==> src/design/sorted_table_binary_search_top_defines.svh <==
// Assertion macros shared by the sorted table binary search design.
// Depends on nothing; included by the modules that carry assertions.
`ifndef SORTED_TABLE_BINARY_SEARCH_TOP_DEFINES_SVH
`define SORTED_TABLE_BINARY_SEARCH_TOP_DEFINES_SVH

// The consequent must hold in the same cycle as the antecedent.
`define STS_ASSERT_SAME(label, clk, rst_n, ante, cons) \
  label: assert property (@(posedge clk) disable iff (!(rst_n)) (ante) |-> (cons)) \
    else $error("sts check failed");

// The consequent must hold in the cycle after the antecedent.
`define STS_ASSERT_NEXT(label, clk, rst_n, ante, cons) \
  label: assert property (@(posedge clk) disable iff (!(rst_n)) (ante) |=> (cons)) \
    else $error("sts check failed");

`endif

==> src/design/sts_pkg.sv <==
// Package of the sorted table binary search: sizes, operation codes,
// controller states and the command and status structs. Depends on nothing.
package sts_pkg;

  localparam int unsigned TableDepth = 1024;
  localparam int unsigned KeyW       = 32;
  localparam int unsigned OpW        = 2;
  localparam int unsigned IndexW     = 10;
  localparam int unsigned IdxW       = $clog2(TableDepth);
  localparam int unsigned CntW       = $clog2(TableDepth + 1);

  typedef enum logic [OpW-1:0] {
    OP_APPEND = 2'd0,
    OP_QUERY  = 2'd1,
    OP_CLEAR  = 2'd2
  } op_e;

  typedef enum logic [1:0] {
    S_IDLE,
    S_PROBE,
    S_CMP,
    S_DONE
  } state_e;

  typedef struct packed {
    logic append;
    logic clear;
    logic start;
    logic probe;
    logic step;
    logic load;
  } cmd_t;

  typedef struct packed {
    logic range_empty;
    logic hit;
    logic out_free;
  } status_t;

endpackage

==> src/design/sts_ctrl.sv <==
// Controller of the sorted table binary search: decodes requests and steps
// the probe loop. Depends on sts_pkg and the defines.
`include "sorted_table_binary_search_top_defines.svh"

module sts_ctrl (
  input  logic                      clk_i,
  input  logic                      rst_ni,
  input  logic                      req_valid_i,
  input  logic [sts_pkg::OpW-1:0]   req_op_i,
  output logic                      req_ready_o,
  input  sts_pkg::status_t          status_i,
  output sts_pkg::cmd_t             cmd_o
);
  import sts_pkg::*;

  state_e state_q, state_d;
  logic   accept;

  assign accept = req_valid_i && req_ready_o;

  always_ff @(posedge clk_i or negedge rst_ni) begin
    if (!rst_ni) begin
      state_q <= S_IDLE;
    end else begin
      state_q <= state_d;
    end
  end

  always_comb begin
    state_d = state_q;
    unique case (state_q)
      S_IDLE: begin
        if (accept && req_op_i == OP_QUERY) begin
          state_d = S_PROBE;
        end
      end
      S_PROBE: begin
        state_d = status_i.range_empty ? S_DONE : S_CMP;
      end
      S_CMP: begin
        state_d = status_i.hit ? S_DONE : S_PROBE;
      end
      S_DONE: begin
        if (status_i.out_free) begin
          state_d = S_IDLE;
        end
      end
      default: state_d = S_IDLE;
    endcase
  end

  always_comb begin
    cmd_o       = '0;
    req_ready_o = 1'b0;
    unique case (state_q)
      S_IDLE: begin
        req_ready_o = 1'b1;
        if (accept) begin
          unique case (req_op_i)
            OP_APPEND: cmd_o.append = 1'b1;
            OP_QUERY:  cmd_o.start  = 1'b1;
            OP_CLEAR:  cmd_o.clear  = 1'b1;
            default:   cmd_o        = '0;
          endcase
        end
      end
      S_PROBE: cmd_o.probe = !status_i.range_empty;
      S_CMP:   cmd_o.step  = 1'b1;
      S_DONE:  cmd_o.load  = status_i.out_free;
      default: cmd_o       = '0;
    endcase
  end

  `STS_ASSERT_NEXT(a_load_to_idle, clk_i, rst_ni, cmd_o.load, state_q == S_IDLE)
  `STS_ASSERT_SAME(a_cmp_after_probe, clk_i, rst_ni, state_q == S_CMP,
                   $past(state_q) == S_PROBE)
  `STS_ASSERT_SAME(a_start_on_accept, clk_i, rst_ni, cmd_o.start,
                   req_valid_i && req_ready_o)

endmodule
==> config.mk <==
export PLATFORM = sky130hd
export DESIGN_NAME = sts_ctrl
export DESIGN_NICKNAME = d
export VERILOG_FILES = /design/src/design/sts_pkg.sv /design/src/design/sts_ctrl.sv
export VERILOG_INCLUDE_DIRS = /design/src /design/src/design
export SDC_FILE = /design/constraint.sdc
export NUM_CORES = 1
export LEC_CHECK = 0
export BUFFER_PORTS_ARGS = -buffer_cell sky130_fd_sc_hd__buf_2
export CORE_AREA = 2 2 39 41
export DETAILED_ROUTE_END_ITERATION = 6
export DIE_AREA = 0 0 41 43
export PLACE_DENSITY = 0.35
export SETUP_SLACK_MARGIN = 0.15
export SYNTH_ARGS = -nofsm -noshare
export SYNTH_HDL_FRONTEND = slang
export SYNTH_SLANG_ARGS = --single-unit
==> constraint.sdc <==
create_clock -name clk_i -period 2.4 [get_ports clk_i]
set_input_delay 0.48 -clock clk_i [delete_from_list [all_inputs] [get_ports clk_i]]
set_output_delay 0.48 -clock clk_i [all_outputs]
set_load 0.02 [all_outputs]
==> summary.txt <==
Startpoint Class: register
routed wl met2: 281 um
fin crit share: 0.7217
register area share after synthesis: 0.3226
via count: 180
num ports: 15
cts hold-fix bufs: 0
Max VDD drop: 0.3048 mV
WS Path Type: reg -> out
CTS resizes: 0
GRT Util Overall: 0.06319
status: finished clean
CTS H-tree depth: 1
Met3 Wirelength: 14 um
Routed Antenna Nets: 0
Syn. warnings: 0
die height: 43 um
wire per inst: 9.271 um
unrepaired setup endpoints after global routing: no
Yosys reg bits: 2
initial core utilization: 0.1121
CP endpoint kind: output pin
placed cell count: 45
commonest non-fill, non-tap cell in the layout: buf_2
max reg flops: 2
first-pass GRT wire length: 641 um
max incr delay on CP: 450 ps
Synth Instances: 15
HP Class: in -> async
synth unique cells: 13
nets: 42
vias per inst: 3.750
Worst-Skew Late Latency: 220 ps
Root Buffer: clkbuf_4
GRT overflow: 0
Worst Tran Pin Value: 241.1 ps
highest metal used: met3
DRT met1 WL: 149 um
worst path required time: 1920 ps
post-route clock skew: 4.129 ps
sum of negative setup slack: 0 ps
Max Clk Rate: 577.3 MHz
worst-path maximum fanout: 6
diode count: 0
Regs by FF count: state_q x2
CTS tree: done
Slew headroom: 0.8393
share of cells above drive strength 1: 0.7500
number of remaining DRC errors: 0
worst path cell trace: nor2_4 > nand2_2 > nor3b_2 > buf_2
clk buf depth: 2
count of final setup violators: 0
slowest CP cell: dfrtp_1
Core Util, Final: 0.1935
leak pwr: 0.0001326 uW
global placer's final weighted congestion: 0.6518
TritonCTS buffer count: 3
family with the most delay on the worst path: flip-flops
I/O Buffers: 14
Period minus WS final: 1732 ps
Iteration-0 DRC Markers: 5
max_cap viols: 0
post-synth net total: 23
Final Slew Violations: 0
Post-Syn Area: 155.1 um^2
clk sinks: 2
CP bufs+invs: 1
Die Area: 1763 um^2
largest net degree at the start of global routing: 7
commonest non-fill, non-tap cells in the layout: 14 x buf_2, 3 x clkbuf_4, 2 x nor3b_2, 2 x dfrtp_1
Layout area overhead: 72.58%
Site Rows: 14
antenna violations before repair: 0
clock slew at reported path FFs: 30 ps
Layout Cells excl Fill: 48
Pre-antenna DRT Iters: 4
die span in x: 41 um
final wirelength: 445 um
Largest Register: state_q
endpoints failing hold: 0
vias in the first global route: 161
Post-Syn Area per Cell: 10.34 um^2
total power divided by cell area: 1115 nW/um^2
Core ar.: 1384 um^2
Post-CTS Setup Bufs: 0
Critical Path AT: 1250 ps
-- cells in the mapped netlist --
master | number | area (um^2)
nand2_2 | 1 | 6.260
a22o_2 | 1 | 10.01
dfrtp_1 | 2 | 50.05
nor3b_2 | 2 | 25.02
nand2_1 | 1 | 3.750
nor2b_2 | 1 | 8.760
nand3b_1 | 1 | 7.510
a22oi_1 | 1 | 7.510
nor2_4 | 1 | 11.26
o21ai_0 | 1 | 5.000
nor3b_1 | 1 | 7.510
and3_2 | 1 | 7.510
nor3_1 | 1 | 5.000
-- stage by stage --
| step | total power, uW | hold slack [ps] | cell area, um^2 | setup slack (ps) |
|---|---|---|---|---|
| final | 298.6 | 33.70 | 267.8 | 667.9 |
| after global routing | 317.7 | 35.57 | 267.8 | 590.9 |
| after CTS | 305.2 | 26.29 | 267.8 | 648.0 |
| after detailed placement | 228.6 | 266.4 | 245.2 | 892.9 |
| after global placement | 223.6 | 263.7 | 245.2 | 915.8 |
| after floorplan | 178.9 | 184.4 | 155.1 | 714.5 |
-- layer usage --
| metal | GRT usage | up-vias |
|---|---|---|
| met5 | 0 | - |
| met4 | 0.1000 | 0 |
| met3 | 0.03141 | 0 |
| met2 | 0.07813 | 6 |
| met1 | 0.05449 | 84 |
| li1 | - | 90 |
-- report_power, final --
part | total, uW | switching (uW) | internal [uW]
clock | 73.2 | 18.1 | 55.1
combinational | 140 | 77.4 | 62.9
sequential | 85.1 | 33.7 | 51.3
total | 299 | 129 | 169
-- worst register-to-register path: cells and delay by family (launching register included) --
family | cells | cell delay, ps
flip-flops | 1 | 430
AND/OR/NAND/NOR | 1 | 190
AO/OA/AOI/OAI | 1 | 250
-- final cells by class --
class / count / area [um^2]
sequential: 2 / 50.05
multi-input combinational: 13 / 105.1
clock buffer: 3 / 22.52
tap: 16 / 20.02
fill: 157 / 1116
timing repair buffer: 14 / 70.07
-- worst paths after layout --
check	startpoint	end	slack [ps]	depth (start not counted)
min	rst_ni	state_q[0]$_DFFE_PN0P_	30	1
min reg2reg	state_q[0]$_DFFE_PN0P_	state_q[0]$_DFFE_PN0P_	620	1
max in group asynchronous	rst_ni	state_q[1]$_DFFE_PN0P_	2270	1
min in group clk_i	status_i[1]	state_q[1]$_DFFE_PN0P_	490	2
max	state_q[0]$_DFFE_PN0P_	cmd_o[4]	670	4
max reg2reg	state_q[1]$_DFFE_PN0P_	state_q[1]$_DFFE_PN0P_	1410	2
-- cell families after synthesis --
| family | count (synthesis) | share of synthesized area |
|---|---|---|
| flops | 2 | 0.3226 |
| compound gates | 3 | 0.1452 |
| simple gates | 10 | 0.5323 |
Power figures use the tool's default switching activity.
